<file path="src/hdl/wpfd_pkg.sv">
// ----------------------------------------------------------------------------
// WS2812 panel frame driver package
// Panel geometry, store sizing, command and phase codes, register map and
// small helpers shared by the driver and its frame store.
// ----------------------------------------------------------------------------
package wpfd_pkg;

	// Panel geometry and chain length.
	localparam int PANEL_WIDTH  = 8;
	localparam int PANEL_HEIGHT = 8;
	localparam int LED_TOTAL    = 64;

	// Store address width and a LED counter wide enough to hold LED_TOTAL.
	localparam int ADDR_W = (LED_TOTAL > 1) ? $clog2(LED_TOTAL) : 1;
	localparam int LED_W  = $clog2(LED_TOTAL + 1);
	localparam int IDX_W  = 16;

	typedef logic [23:0] colour_t;
	typedef logic [ADDR_W-1:0] addr_t;
	typedef logic [LED_W-1:0] led_t;

	// Command kinds.
	localparam logic [1:0] KIND_TICK = 2'd0;
	localparam logic [1:0] KIND_SET  = 2'd1;
	localparam logic [1:0] KIND_FILL = 2'd2;
	localparam logic [1:0] KIND_SHOW = 2'd3;

	// Line phases.
	localparam logic [1:0] PH_IDLE  = 2'd0;
	localparam logic [1:0] PH_HIGH  = 2'd1;
	localparam logic [1:0] PH_LOW   = 2'd2;
	localparam logic [1:0] PH_LATCH = 2'd3;

	// Byte within one LED word, sent in GRB order.
	localparam logic [1:0] PART_GREEN = 2'd0;
	localparam logic [1:0] PART_RED   = 2'd1;
	localparam logic [1:0] PART_BLUE  = 2'd2;

	// Register map, index into the register list.
	localparam int CFG_AW = 5;
	localparam logic [2:0] REG_ONE_HIGH  = 3'd0;
	localparam logic [2:0] REG_ONE_LOW   = 3'd1;
	localparam logic [2:0] REG_ZERO_HIGH = 3'd2;
	localparam logic [2:0] REG_ZERO_LOW  = 3'd3;
	localparam logic [2:0] REG_LATCH     = 3'd4;

	// Register reset values.
	localparam logic [7:0]  RST_ONE_HIGH  = 8'd34;
	localparam logic [7:0]  RST_ONE_LOW   = 8'd14;
	localparam logic [7:0]  RST_ZERO_HIGH = 8'd10;
	localparam logic [7:0]  RST_ZERO_LOW  = 8'd32;
	localparam logic [15:0] RST_LATCH     = 16'd6000;

	// A tick count of zero behaves as one.
	function automatic logic [15:0] at_least_one(input logic [15:0] v);
		return (v == 16'd0) ? 16'd1 : v;
	endfunction

endpackage

</file>
<file path="src/hdl/wpfd_if.sv">
// ----------------------------------------------------------------------------
// WS2812 panel frame driver channels
// Command request channel and result channel, each with valid/ready.
// ----------------------------------------------------------------------------
interface wpfd_cmd_if;
	logic       valid;
	logic       ready;
	logic [1:0] kind;
	logic [7:0] col;
	logic [7:0] row;
	logic [7:0] red;
	logic [7:0] green;
	logic [7:0] blue;

	modport source (output valid, kind, col, row, red, green, blue, input ready);
	modport sink   (input valid, kind, col, row, red, green, blue, output ready);
endinterface

interface wpfd_res_if;
	logic valid;
	logic ready;
	logic line_level;
	logic busy_res;
	logic ignored;

	modport source (output valid, line_level, busy_res, ignored, input ready);
	modport sink   (input valid, line_level, busy_res, ignored, output ready);
endinterface

</file>
<file path="src/hdl/wpfd_store.sv">
// ----------------------------------------------------------------------------
// WS2812 panel frame store
// One GRB word per LED, one write and one registered read per cycle. Per-entry
// valid bits make every entry read as black after reset until written.
// ----------------------------------------------------------------------------
module wpfd_store
	import wpfd_pkg::*;
(
	input  logic    clk,
	input  logic    arst_n,
	input  logic    wr_en,
	input  addr_t   wr_addr,
	input  colour_t wr_data,
	input  logic    rd_en,
	input  addr_t   rd_addr,
	output colour_t rd_data
);

	colour_t              mem [LED_TOTAL];
	logic [LED_TOTAL-1:0] vld_q;
	colour_t              rd_word_q;
	logic                 rd_vld_q;

	// Storage array and registered read.
	always_ff @(posedge clk) begin
		if (wr_en) begin
			mem[wr_addr] <= wr_data;
		end
		if (rd_en) begin
			rd_word_q <= mem[rd_addr];
		end
	end

	// Valid bits, cleared at reset.
	always_ff @(posedge clk or negedge arst_n) begin
		if (!arst_n) begin
			vld_q    <= '0;
			rd_vld_q <= 1'b0;
		end else begin
			if (wr_en) begin
				vld_q[wr_addr] <= 1'b1;
			end
			if (rd_en) begin
				rd_vld_q <= vld_q[rd_addr];
			end
		end
	end

	// An entry never written reads as black.
	assign rd_data = rd_vld_q ? rd_word_q : '0;

endmodule

</file>
<file path="src/hdl/ws2812_panel_frame_driver.sv">
// ----------------------------------------------------------------------------
// WS2812 panel frame driver
// Frame store with serpentine pixel mapping, fill, and a tick-paced line
// waveform generator for a chain of WS2812 LEDs.
// ----------------------------------------------------------------------------
// Usage:
//   cmd carries one request: tick, set pixel, fill or show. res returns
//   exactly one result per request: line level for the tick, busy flag and
//   a dropped flag (busy, or coordinates outside the panel).
//   A small sequencer handles one request at a time: accept, store read,
//   execute, hand-off. Fill adds a sweep before hand-off that writes the
//   store one entry per cycle. Every tick reads, through the single store
//   read port, the LED word that holds the bit being sent. Results sit in
//   an output register; a new request is accepted while a result waits,
//   and if the receiver stalls the sequencer holds its next result until
//   the register frees. Reset clears the store to black through per-entry
//   valid bits, so no clearing pass is needed, sets the timing registers
//   to their defaults and leaves the line idle. Timing registers must be
//   written over APB only while no request is in flight; the block does
//   not enforce this. A change takes effect at the next phase load.
// ----------------------------------------------------------------------------
module ws2812_panel_frame_driver
	import wpfd_pkg::*;
(
	input  logic               clk,
	input  logic               arst_n,
	wpfd_cmd_if.sink           cmd,
	wpfd_res_if.source         res,
	input  logic               psel,
	input  logic               penable,
	input  logic               pwrite,
	input  logic [CFG_AW-1:0]  paddr,
	input  logic [31:0]        pwdata,
	output logic [31:0]        prdata,
	output logic               pready
);

	// Sequencer states.
	localparam logic [2:0] S_IDLE = 3'd0;
	localparam logic [2:0] S_RD   = 3'd1;
	localparam logic [2:0] S_EXEC = 3'd2;
	localparam logic [2:0] S_FILL = 3'd3;
	localparam logic [2:0] S_DONE = 3'd4;

	logic [2:0]  st_q;

	// Timing registers.
	logic [7:0]  one_high_q, one_low_q, zero_high_q, zero_low_q;
	logic [15:0] latch_q;

	// Line state.
	logic [1:0]  phase_q;
	logic [15:0] left_q;
	led_t        led_q;
	logic [1:0]  part_q;
	logic [2:0]  bit_q;

	// Request held while it is worked on.
	logic [1:0]  kind_q;
	logic [7:0]  col_q, row_q;
	colour_t     colour_q;

	// Fill sweep.
	led_t        fill_q;

	// Pending and output results.
	logic        lvl_q, busy_q, drop_q;
	logic        res_valid_q, res_lvl_q, res_busy_q, res_drop_q;

	// Store port.
	logic        wr_en, rd_en;
	addr_t       wr_addr, rd_addr;
	colour_t     wr_data, rd_data;

	// ------------------------------------------------------------------
	// APB register file.
	// ------------------------------------------------------------------
	logic        cfg_wr;
	logic [2:0]  cfg_idx;

	assign pready  = 1'b1;
	assign cfg_idx = paddr[4:2];
	assign cfg_wr  = psel && penable && pwrite;

	always_ff @(posedge clk or negedge arst_n) begin
		if (!arst_n) begin
			one_high_q  <= RST_ONE_HIGH;
			one_low_q   <= RST_ONE_LOW;
			zero_high_q <= RST_ZERO_HIGH;
			zero_low_q  <= RST_ZERO_LOW;
			latch_q     <= RST_LATCH;
		end else if (cfg_wr) begin
			case (cfg_idx)
				REG_ONE_HIGH:  one_high_q  <= pwdata[7:0];
				REG_ONE_LOW:   one_low_q   <= pwdata[7:0];
				REG_ZERO_HIGH: zero_high_q <= pwdata[7:0];
				REG_ZERO_LOW:  zero_low_q  <= pwdata[7:0];
				REG_LATCH:     latch_q     <= pwdata[15:0];
				default: ;
			endcase
		end
	end

	always_comb begin
		case (cfg_idx)
			REG_ONE_HIGH:  prdata = {24'd0, one_high_q};
			REG_ONE_LOW:   prdata = {24'd0, one_low_q};
			REG_ZERO_HIGH: prdata = {24'd0, zero_high_q};
			REG_ZERO_LOW:  prdata = {24'd0, zero_low_q};
			REG_LATCH:     prdata = {16'd0, latch_q};
			default:       prdata = 32'd0;
		endcase
	end

	// ------------------------------------------------------------------
	// Bit position arithmetic: next position and the one this tick uses.
	// ------------------------------------------------------------------
	logic [15:0] left_dec;
	logic        adv;
	logic        is_show;
	led_t        led_nxt;
	logic [1:0]  part_nxt;
	logic [2:0]  bit_nxt;
	led_t        sel_led;
	logic [1:0]  sel_part;
	logic [2:0]  sel_bit;
	logic [7:0]  sel_byte;
	logic        bit_val;

	assign left_dec = (left_q == 16'd0) ? 16'd0 : left_q - 16'd1;
	assign adv      = (phase_q == PH_LOW) && (left_dec == 16'd0);
	assign is_show  = (kind_q == KIND_SHOW);

	always_comb begin
		led_nxt  = led_q;
		part_nxt = part_q;
		bit_nxt  = bit_q - 3'd1;
		if (bit_q == 3'd0) begin
			bit_nxt = 3'd7;
			if (part_q == PART_BLUE) begin
				part_nxt = PART_GREEN;
				led_nxt  = led_q + led_t'(1);
			end else begin
				part_nxt = part_q + 2'd1;
			end
		end
	end

	// Show starts at the first bit of the chain; a finishing low phase looks
	// ahead to the next bit.
	always_comb begin
		if (is_show) begin
			sel_led  = '0;
			sel_part = PART_GREEN;
			sel_bit  = 3'd7;
		end else if (adv) begin
			sel_led  = led_nxt;
			sel_part = part_nxt;
			sel_bit  = bit_nxt;
		end else begin
			sel_led  = led_q;
			sel_part = part_q;
			sel_bit  = bit_q;
		end
	end

	always_comb begin
		case (sel_part)
			PART_GREEN: sel_byte = rd_data[23:16];
			PART_RED:   sel_byte = rd_data[15:8];
			default:    sel_byte = rd_data[7:0];
		endcase
	end

	assign bit_val = sel_byte[sel_bit];

	// ------------------------------------------------------------------
	// Serpentine mapping for set pixel.
	// ------------------------------------------------------------------
	logic             in_panel;
	logic [7:0]       row_map;
	logic [IDX_W-1:0] pix_idx;
	logic             pix_ok;

	assign in_panel = (col_q < 8'(PANEL_WIDTH)) && (row_q < 8'(PANEL_HEIGHT));
	assign row_map  = col_q[0] ? (8'(PANEL_HEIGHT - 1) - row_q) : row_q;
	assign pix_idx  = IDX_W'(col_q) * IDX_W'(PANEL_HEIGHT) + IDX_W'(row_map);
	assign pix_ok   = in_panel && (pix_idx < IDX_W'(LED_TOTAL));

	// ------------------------------------------------------------------
	// Store access.
	// ------------------------------------------------------------------
	assign rd_en   = (st_q == S_RD);
	assign rd_addr = sel_led[ADDR_W-1:0];

	always_comb begin
		wr_en   = 1'b0;
		wr_addr = pix_idx[ADDR_W-1:0];
		wr_data = colour_q;
		if (st_q == S_FILL) begin
			wr_en   = 1'b1;
			wr_addr = fill_q[ADDR_W-1:0];
		end else if (st_q == S_EXEC && kind_q == KIND_SET && phase_q == PH_IDLE
				&& pix_ok) begin
			wr_en = 1'b1;
		end
	end

	wpfd_store u_store (
		.clk     (clk),
		.arst_n  (arst_n),
		.wr_en   (wr_en),
		.wr_addr (wr_addr),
		.wr_data (wr_data),
		.rd_en   (rd_en),
		.rd_addr (rd_addr),
		.rd_data (rd_data)
	);

	// ------------------------------------------------------------------
	// Request payload capture.
	// ------------------------------------------------------------------
	assign cmd.ready = (st_q == S_IDLE);

	always_ff @(posedge clk) begin
		if (cmd.valid && cmd.ready) begin
			kind_q   <= cmd.kind;
			col_q    <= cmd.col;
			row_q    <= cmd.row;
			colour_q <= {cmd.green, cmd.red, cmd.blue};
		end
	end

	// ------------------------------------------------------------------
	// Sequencer and line state.
	// ------------------------------------------------------------------
	logic res_free;
	assign res_free = !res_valid_q || res.ready;

	always_ff @(posedge clk or negedge arst_n) begin
		if (!arst_n) begin
			st_q    <= S_IDLE;
			phase_q <= PH_IDLE;
			left_q  <= 16'd0;
			led_q   <= '0;
			part_q  <= PART_GREEN;
			bit_q   <= 3'd7;
			fill_q  <= '0;
			lvl_q   <= 1'b0;
			busy_q  <= 1'b0;
			drop_q  <= 1'b0;
		end else begin
			case (st_q)
				S_IDLE: begin
					if (cmd.valid) begin
						st_q <= S_RD;
					end
				end
				S_RD: begin
					st_q <= S_EXEC;
				end
				S_EXEC: begin
					st_q   <= S_DONE;
					lvl_q  <= 1'b0;
					busy_q <= (phase_q != PH_IDLE);
					drop_q <= 1'b0;
					if (kind_q == KIND_TICK) begin
						// Advance the line waveform by one tick.
						case (phase_q)
							PH_HIGH: begin
								lvl_q <= 1'b1;
								if (left_dec == 16'd0) begin
									phase_q <= PH_LOW;
									left_q  <= at_least_one(16'(bit_val ? one_low_q
										: zero_low_q));
								end else begin
									left_q <= left_dec;
								end
							end
							PH_LOW: begin
								if (left_dec == 16'd0) begin
									led_q  <= led_nxt;
									part_q <= part_nxt;
									bit_q  <= bit_nxt;
									if (led_nxt == led_t'(LED_TOTAL)) begin
										phase_q <= PH_LATCH;
										left_q  <= at_least_one(latch_q);
									end else begin
										phase_q <= PH_HIGH;
										left_q  <= at_least_one(16'(bit_val ? one_high_q
											: zero_high_q));
									end
								end else begin
									left_q <= left_dec;
								end
							end
							PH_LATCH: begin
								left_q <= left_dec;
								if (left_dec == 16'd0) begin
									phase_q <= PH_IDLE;
								end
							end
							default: ;
						endcase
					end else if (phase_q != PH_IDLE) begin
						// Commands are dropped while a frame is on the line.
						drop_q <= 1'b1;
					end else begin
						case (kind_q)
							KIND_SET: begin
								drop_q <= !pix_ok;
							end
							KIND_FILL: begin
								st_q   <= S_FILL;
								fill_q <= '0;
							end
							KIND_SHOW: begin
								led_q   <= '0;
								part_q  <= PART_GREEN;
								bit_q   <= 3'd7;
								phase_q <= PH_HIGH;
								busy_q  <= 1'b1;
								left_q  <= at_least_one(16'(bit_val ? one_high_q
									: zero_high_q));
							end
							default: ;
						endcase
					end
				end
				S_FILL: begin
					fill_q <= fill_q + led_t'(1);
					if (fill_q == led_t'(LED_TOTAL - 1)) begin
						st_q <= S_DONE;
					end
				end
				S_DONE: begin
					if (res_free) begin
						st_q <= S_IDLE;
					end
				end
				default: begin
					st_q <= S_IDLE;
				end
			endcase
		end
	end

	// ------------------------------------------------------------------
	// Result output register.
	// ------------------------------------------------------------------
	always_ff @(posedge clk or negedge arst_n) begin
		if (!arst_n) begin
			res_valid_q <= 1'b0;
		end else if (st_q == S_DONE && res_free) begin
			res_valid_q <= 1'b1;
		end else if (res.ready) begin
			res_valid_q <= 1'b0;
		end
	end

	always_ff @(posedge clk) begin
		if (st_q == S_DONE && res_free) begin
			res_lvl_q  <= lvl_q;
			res_busy_q <= busy_q;
			res_drop_q <= drop_q;
		end
	end

	assign res.valid      = res_valid_q;
	assign res.line_level = res_lvl_q;
	assign res.busy_res   = res_busy_q;
	assign res.ignored    = res_drop_q;

endmodule

</file>
<file path="src/flat_wrapper.sv">
// flat-port wrapper written by rule: the top's interface ports become plain ports
module ws2812_panel_frame_driver_flat import wpfd_pkg::*;
  (clk, arst_n, psel, penable, pwrite, paddr, pwdata, prdata, pready, cmd_valid, cmd_kind, cmd_col, cmd_row, cmd_red, cmd_green, cmd_blue, cmd_ready, res_valid, res_line_level, res_busy_res, res_ignored, res_ready);
  wpfd_cmd_if cmd_i ();
  wpfd_res_if res_i ();
  input  logic clk;
  input  logic arst_n;
  input  logic psel;
  input  logic penable;
  input  logic pwrite;
  input  logic [CFG_AW-1:0] paddr;
  input  logic [31:0] pwdata;
  output logic [31:0] prdata;
  output logic pready;
  input wire logic [$bits(cmd_i.valid)-1:0] cmd_valid;
  input wire logic [$bits(cmd_i.kind)-1:0] cmd_kind;
  input wire logic [$bits(cmd_i.col)-1:0] cmd_col;
  input wire logic [$bits(cmd_i.row)-1:0] cmd_row;
  input wire logic [$bits(cmd_i.red)-1:0] cmd_red;
  input wire logic [$bits(cmd_i.green)-1:0] cmd_green;
  input wire logic [$bits(cmd_i.blue)-1:0] cmd_blue;
  output wire logic [$bits(cmd_i.ready)-1:0] cmd_ready;
  output wire logic [$bits(res_i.valid)-1:0] res_valid;
  output wire logic [$bits(res_i.line_level)-1:0] res_line_level;
  output wire logic [$bits(res_i.busy_res)-1:0] res_busy_res;
  output wire logic [$bits(res_i.ignored)-1:0] res_ignored;
  input wire logic [$bits(res_i.ready)-1:0] res_ready;
  assign cmd_i.valid = cmd_valid;
  assign cmd_i.kind = cmd_kind;
  assign cmd_i.col = cmd_col;
  assign cmd_i.row = cmd_row;
  assign cmd_i.red = cmd_red;
  assign cmd_i.green = cmd_green;
  assign cmd_i.blue = cmd_blue;
  assign cmd_ready = cmd_i.ready;
  assign res_valid = res_i.valid;
  assign res_line_level = res_i.line_level;
  assign res_busy_res = res_i.busy_res;
  assign res_ignored = res_i.ignored;
  assign res_i.ready = res_ready;
  ws2812_panel_frame_driver u_core (.clk(clk), .arst_n(arst_n), .cmd(cmd_i), .res(res_i), .psel(psel), .penable(penable), .pwrite(pwrite), .paddr(paddr), .pwdata(pwdata), .prdata(prdata), .pready(pready));
endmodule
</file>
<file path="config.mk">
export PLATFORM = sky130hd
export DESIGN_NAME = ws2812_panel_frame_driver_flat
export DESIGN_NICKNAME = d
export VERILOG_FILES = /design/src/hdl/wpfd_pkg.sv /design/src/hdl/wpfd_if.sv /design/src/hdl/wpfd_store.sv /design/src/hdl/ws2812_panel_frame_driver.sv /design/src/flat_wrapper.sv
export SDC_FILE = /design/constraint.sdc
export NUM_CORES = 2
export LEC_CHECK = 0
export BUFFER_PORTS_ARGS = -buffer_cell sky130_fd_sc_hd__buf_2
export CELL_PAD_IN_SITES_DETAIL_PLACEMENT = 0
export CELL_PAD_IN_SITES_GLOBAL_PLACEMENT = 1
export CORE_ASPECT_RATIO = 1.5
export CORE_UTILIZATION = 40
export DETAILED_ROUTE_END_ITERATION = 8
export PLACE_DENSITY_LB_ADDON = 0.1
export SYNTH_ARGS = -nofsm -noshare
export SYNTH_HDL_FRONTEND = slang
export SYNTH_SLANG_ARGS = --single-unit
export TNS_END_PERCENT = 30
</file>
<file path="constraint.sdc">
create_clock -name clk -period 4.4 [get_ports clk]
set_input_delay 0.88 -clock clk [delete_from_list [all_inputs] [get_ports clk]]
set_output_delay 0.88 -clock clk [all_outputs]
set_load 0.01 [all_outputs]
</file>
# After elaboration in Yosys (flattened, before gate mapping)

Memory sizes are Yosys's and may differ from the RTL's. A register that Yosys moved wholly into a read port is not among the register bits.
Cells that the tools add are included.

Flip-flop bits (word level): 202
Bits in writable memories: 1536
Input bits: 86
Output and inout bits: 38
Logic and storage cells: 194
Memories kept: 1

Add/subtract/negate cells: 7
Order comparisons: 7
Equal/unequal tests: 31
Multiplexer cells: 83
Bitwise logic cells: 1
Reductions and logical operators: 39

Memories:

| name               | words | bits a word | read ports | clocked after memory_dff | write ports | line             | RTL |
|---|---|---|---|---|---|---|---|
| u_core.u_store.mem | 64    | 24          | 1          | 1                        | 1           | wpfd_store.sv:19 | `colour_t mem [LED_TOTAL];` |

Operator list:

| kind                                                                  | count |
|---|---|
| 16-bit two-way mux                                                    | 10 |
| 16-bit logical NOT                                                    | 5 |
| 16-bit one-hot mux with 5 select lines                                | 1 |
| 7-bit two-way mux                                                     | 10 |
| 64-bit bitwise OR                                                     | 1 |
| 16-bit one-hot mux with 3 select lines                                | 1 |
| 3-bit two-way mux                                                     | 14 |
| 2-bit two-way mux                                                     | 16 |
| 24-bit two-way mux                                                    | 1 |
| 8-bit two-way mux                                                     | 3 |
| 6-bit two-way mux                                                     | 3 |
| 1-bit two-way mux                                                     | 17 |
| 16-bit by 7-bit < comparator with 1-bit output, second input constant | 1 |
| 8-bit by 4-bit < comparator with 1-bit output, second input constant  | 2 |
| 8-bit one-hot mux with 2 select lines                                 | 1 |
| 16-bit by 1-bit subtractor with 16-bit output, second input constant  | 1 |
| 3-bit one-hot mux with 5 select lines                                 | 1 |
| 7-bit by 1-bit adder with 7-bit output, second input constant         | 2 |
| 6-bit by 7-bit < comparator with 1-bit output, second input constant  | 2 |
| 7-bit one-hot mux with 2 select lines                                 | 1 |
| 11-bit by 8-bit adder with 12-bit output                              | 1 |
| 3-bit by 2-bit equality test with 1-bit output, second input constant | 4 |
| 2-bit inequality test, second input constant                          | 6 |
| 1-bit logical AND                                                     | 11 |
| 28 further kinds                                                      | 53 |

# Longest topological paths before layout

Depth after elaboration: 17
Mapped depth: 20
Gate-level depth less buffers: 16

# Cells and area by module

From an unflattened synthesis, not the netlist that was laid out.

Cell total of the unflattened synthesis: 3546
Area, all modules: 69838.2 um^2

Modules (own cells, without submodules):

| module                    | instances | cells an instance | area an instance (um^2) | sequential area each (um^2) |
|---|---|---|---|---|
| wpfd_store                | 1         | 2722              | 61565.3                 | 48471.5 |
| ws2812_panel_frame_driver | 1         | 824               | 8272.9                  | 3676.0 |

# Least setup slack after synthesis

OpenSTA, ideal clock, no wires.

Kind: reg-to-reg
Start: reg u_core.left_q[0]
End: reg u_core.u_store.rd_word_q[22] (read register of u_core.u_store.mem) (data pin)
Setup time: 259 ps
Arrival: 3929 ps
Data required time: 4141 ps
Path slack: 212 ps
Stages on the path, launching flop included: 19
Path buffers: 2
Period minus slack after synthesis: 4188 ps
Path through: dfrtp_1 -> inv_1 -> ha_1 -> nor3b_2 -> nand4_1 -> xor2_1 -> nand2_1 -> o41a_1 -> nor2_1 -> nand2_1 -> xnor2_1 -> nor2_1 -> buf_2 -> clkbuf_1 -> a311oi_1 -> a311oi_1 -> a21oi_1 -> a22oi_1 -> nand2_1

Word-level cells in the longest chain between the ends: 6
Elaborated cells between the ends (all ways): 7
Classes of those cells: add/sub (1); mux (3); reduce/logical (3)

RTL lines:

| what                                                                                | line                             | RTL |
|---|---|---|
| start: declaration                                                                  | ws2812_panel_frame_driver.sv:53  | `logic [15:0] left_q;` |
| start signal: assignment                                                            | ws2812_panel_frame_driver.sv:274 | `left_q <= at_least_one(16'(bit_val ? one_low_q` |
| start signal: assignment                                                            | ws2812_panel_frame_driver.sv:277 | `left_q <= left_dec;` |
| start signal: assignment                                                            | ws2812_panel_frame_driver.sv:287 | `left_q <= at_least_one(latch_q);` |
| 16-bit by 1-bit subtractor with 16-bit output or 16-bit logical NOT (tied branches) | ws2812_panel_frame_driver.sv:130 | `assign left_dec = (left_q == 16'd0) ? 16'd0 : left_q - 16'd1;` |
| 16-bit two-way mux (*)                                                              | ws2812_panel_frame_driver.sv:130 |  |
| 16-bit logical NOT (*)                                                              | ws2812_panel_frame_driver.sv:131 | `assign adv = (phase_q == PH_LOW) && (left_dec == 16'd0);` |
| 1-bit logical AND (*)                                                               | ws2812_panel_frame_driver.sv:131 |  |
| 6-bit two-way mux (*)                                                               | ws2812_panel_frame_driver.sv:156 | `end else if (adv) begin` |
| 6-bit two-way mux (*)                                                               | ws2812_panel_frame_driver.sv:152 | `if (is_show) begin` |
| end: declaration                                                                    | wpfd_store.sv:21                 | `colour_t rd_word_q;` |

Every way passes the cells marked *; elsewhere a longest branch is shown, timed or not.
A chain may end at the register's enable or synchronous reset.

# Worst setup path in the final report

Start: reg u_core.left_q[0]
End: reg u_core.u_store.rd_word_q[15] (read register of u_core.u_store.mem) (data pin)

Same word-level chain as after synthesis.

==> flow_metrics.env <==
export IMPL_antenna_found_initial=7
export IMPL_synth_compound_area_frac=0.0760
export IMPL_crit_slowest_cell="o41a_1"
export IMPL_synth_simple_area_share=0.161
export IMPL_cts_max_path_buffers=4
export IMPL_dp_slack_ns=-0.765
export IMPL_cp_required_ns=5.09
export IMPL_routed_wirelength_mm=241
export IMPL_total_power_mw=39.2
export IMPL_rows=191
export IMPL_startpoint_type="register"
export IMPL_synthTopCellsByCount="nand2_1 (1717), edfxtp_1 (1605), nand3_1 (422), a311oi_1 (293), and3_1 (203)"
export IMPL_outcome="finished, violations left"
export IMPL_relSlewSlack=0.292
export IMPL_num_io_pins=124
export IMPL_cts_tree="done"
export IMPL_post_dp_hpwl_mm=143
export IMPL_synth_async_sr_flop_share=0.0891
export IMPL_wire_per_inst_um=26.7
export IMPL_drtAntennaViolNets=0
export IMPL_fin_skew_ns=0.0410
export IMPL_rsz0062_at_grt="yes"
export IMPL_synth_top_area_share=0.663
export IMPL_setup_violations=31
export IMPL_powerDensity_nw_per_um2=428
export IMPL_die_area_sq_um=183000
export IMPL_worst_setup_path_end_kind="register"
export IMPL_synth_most_common_cell="nand2_1"
export IMPL_path_clk_slew_ns=0.06
export IMPL_p_leak_nw=33.7
export IMPL_worstPathMaxFanout=7
export IMPL_numCtsBuffers=179
export IMPL_ys_seq_elements=1762
export IMPL_muxShareOfSynthArea=0.0130
export IMPL_grt_pass1_wl_mm=342
export IMPL_grt_pass1_vias=49163
export IMPL_reg2reg_to="u_core.u_store.rd_word_q[15]"
export IMPL_fmax_ghz=0.218
export IMPL_grt_use_total=0.258
export IMPL_yosysUniqueCellTypes=83
export IMPL_start_util=0.403
export IMPL_r2r_start="u_core.left_q[0]"
export IMPL_syn_to_final_growth_pct=26.3
export IMPL_reg2reg_depth=24
export IMPL_fin_crit_ns=4.58
export IMPL_critical_path_buf_inv_count=10
export IMPL_placed_cell_area_sq_um=81600
export IMPL_cp_slowest_stage_delay_ns=0.55
export IMPL_synth_edff_count=1605
export IMPL_dieWidth_um=350
export IMPL_synth_area_leaders="edfxtp_1 (66%), nand2_1 (8.9%), dfrtp_1 (4.8%)"
export IMPL_hold_class="primary input to asynchronous set/reset pin"
export IMPL_worst_slew_pin_slew_ns=1.06
export IMPL_drt_initial_drc_count=4060
export IMPL_path_delay_family="buffers and inverters"
export IMPL_synthCells=5735
export IMPL_grt_ovfl_total=0
export IMPL_drv_slew=0
export IMPL_avgSynthCellArea_sq_um=12.7
export IMPL_holdWs_ns=0.202
export IMPL_violations="negative setup slack"
export IMPL_fin_ws_ns=-0.180
export IMPL_maxCapViolations=0
export IMPL_port_buffers=88
export IMPL_syn_area_sq_um=72700
export IMPL_fin_nets=6607
export IMPL_place_congestion=0.857
export IMPL_cp_arrival_ns=5.27
export IMPL_root_buffer="clkbuf_16"
export IMPL_num_vias=49909
export IMPL_htree_num_levels=4
export IMPL_r2r_slack_ns=-0.18
export IMPL_synth_flop_cell="edfxtp_1"
export IMPL_path_cells="buf_6 > nor4_4 > buf_6 > buf_6 > xnor2_2 > and4_4 > nand4_1 > o41a_1 > nor2_2 > nand2_2 > xnor2_2 > nor2_4 > buf_6 > buf_12 > buf_12 > buf_12 > buf_4 > a311oi_2 > a31oi_1 > buf_4 > a21oi_4 > a31oi_1 > buf_4 > nand2_1"
export IMPL_hold_viol=0
export IMPL_critPathKind="register to register"
export IMPL_period_share=1.04
export IMPL_drt_pass1_iter_count=5
export IMPL_fillCellCount=15575
export IMPL_synth_area_leader_cell="edfxtp_1"
export IMPL_drive_gt1_frac=0.258
export IMPL_synth_xor_area_frac=0.00313
export IMPL_ir_drop_v=0.000294
export IMPL_postLayoutCellArea_sq_um=91700
export IMPL_core_area_sq_um=180000
export IMPL_grt_max_degree=97
export IMPL_crit_top_cell="buf_6"
export IMPL_yosys_warnings=0
export IMPL_synth_fa_ha_area_frac=0.00303
export IMPL_synth_top_family_by_area="simple AND/OR/NAND/NOR gates"
export IMPL_drc=0
export IMPL_seq_area_frac_synth=0.718
export IMPL_clk_latency_ns=0.83
export IMPL_viasPerCell=5.52
export IMPL_numClockSinks=1762
export IMPL_die_h_um=524
==> through the flow <==
step / cells / util / TNS (ns)
4_1_cts: 8994 / 0.499 / -3.90
5_1_grt: 9042 / 0.508 / -11.13
2_1_floorplan: 5750 / - / 0
3_3_place_gp: 8589 / 0.452 / -22.58
3_5_place_dp: 8589 / 0.452 / -25.67
6_report: 9044 / 0.508 / -3.39
==> where the power goes <==
part	leakage, nW	switching [mW]	total, mW	internal (mW)
registers	16.5	0.454	20.2	19.7
logic	14.6	3.07	4.61	1.54
clock network	2.61	6.34	14.5	8.14
total	33.7	9.86	39.2	29.4
==> cells by family after synthesis <==
kind of cell             count (synthesis)
AND/OR/NAND/NOR                       2679
flip-flops                            1762
AO/OA/AOI/OAI                          750
buffers and inverters                  417
multiplexers                            82
XOR/XNOR                                26
adder cells (fa/ha/maj)                 17
other                                    2
==> layout make-up <==
cell class / count / area, sq um / area share
sequential: 1762 / 52100 / 0.568
multi-input combinational: 3573 / 20800 / 0.227
clock buffer: 232 / 4780 / 0.0521
clock inverter: 74 / 576 / 0.00627
tap: 2412 / 3020 / 0.0329
inverter: 20 / 75.1 / 0.000818
antenna: 3 / 7.51 / 0.0000818
timing repair buffer: 968 / 10300 / 0.113
==> flip-flops by register name, summed over array words and instances, names as in the netlist, 7 cells and up <==
signal                    flops
u_core.latch_q               16
u_core.left_q                16
u_core.one_low_q              8
u_core.colour_q              24
u_core.u_store.rd_word_q     24
u_core.zero_low_q             8
u_core.u_store.mem         1536
u_core.row_q                  8
u_core.u_store.vld_q         64
u_core.one_high_q             8
u_core.zero_high_q            8
u_core.led_q                  7
u_core.fill_q                 7
u_core.col_q                  8
==> worst max path at each step <==
stage	startpoint	endpoint	slack [ns]	cells after the start
floorplan	u_core.left_q[0]	u_core.u_store.rd_word_q[22]	0.21	18
global placement	u_core.left_q[1]	u_core.u_store.rd_word_q[11]	-0.81	20
detailed placement	u_core.left_q[0]	u_core.u_store.rd_word_q[11]	-0.76	20
CTS	u_core.left_q[1]	u_core.u_store.rd_vld_q	-0.21	21
global route	u_core.left_q[0]	u_core.u_store.rd_word_q[15]	-0.35	24
finish	u_core.left_q[0]	u_core.u_store.rd_word_q[15]	-0.18	24
==> worst register-to-register path, cell delays in order, from the launching register on <==
cell and delay, ns:
dfrtp_1 0.40, buf_6 0.14, nor4_4 0.29, buf_6 0.18
buf_6 0.12, xnor2_2 0.10, and4_4 0.23, nand4_1 0.09
o41a_1 0.55, nor2_2 0.20, nand2_2 0.11, xnor2_2 0.21
nor2_4 0.07, buf_6 0.14, buf_12 0.16, buf_12 0.18
buf_12 0.14, buf_4 0.15, a311oi_2 0.21, a31oi_1 0.07
buf_4 0.17, a21oi_4 0.22, a31oi_1 0.11, buf_4 0.18
nand2_1 0.07
==> metal layers <==
layer  vias up  GRT usage  wire (um)
li1      22719          -          -
met1     25499      0.316      94800
met2      1322      0.464     125000
met3       369     0.0245      10900
met4         0      0.104      10500
met5         -          0          0
==> cell usage in the layout (no fill, tap or decap), drive strengths merged, types with 6 or more instances in the layout <==
cell / Yosys / layout
a211oi: 29 / 29
a21o: 14 / 15
a21oi: 125 / 125
a22oi: 30 / 30
a311oi: 294 / 294
a31oi: 131 / 131
and2: 18 / 18
and3: 203 / 203
buf: 211 / 941
bufbuf: 0 / 11
bufinv: 0 / 9
clkbuf: 186 / 248
clkinv: 0 / 58
conb: 2 / 17
dfrtp: 139 / 139
dfstp: 18 / 18
edfxtp: 1605 / 1605
ha: 16 / 16
inv: 20 / 24
mux2: 50 / 50
mux2i: 27 / 27
nand2: 1718 / 1718
nand2b: 11 / 11
nand3: 423 / 423
nand3b: 7 / 7
nand4: 14 / 14
nor2: 130 / 131
nor2b: 12 / 12
nor3: 22 / 22
nor4: 18 / 18
o211ai: 15 / 15
o21a: 6 / 6
o21ai: 52 / 52
o22ai: 10 / 10
o31ai: 15 / 15
or2: 66 / 66
or4: 8 / 8
xnor2: 13 / 13
xor2: 13 / 13
==> what timing repair did <==
action	in CTS	in global routing
hold buffers	0	0
endpoints found under the setup margin	137	515
gates resized for setup	301	221
setup buffers	74	44
pin swaps	66	128
cloned	30	17
Power figures use the tool's default switching activity.
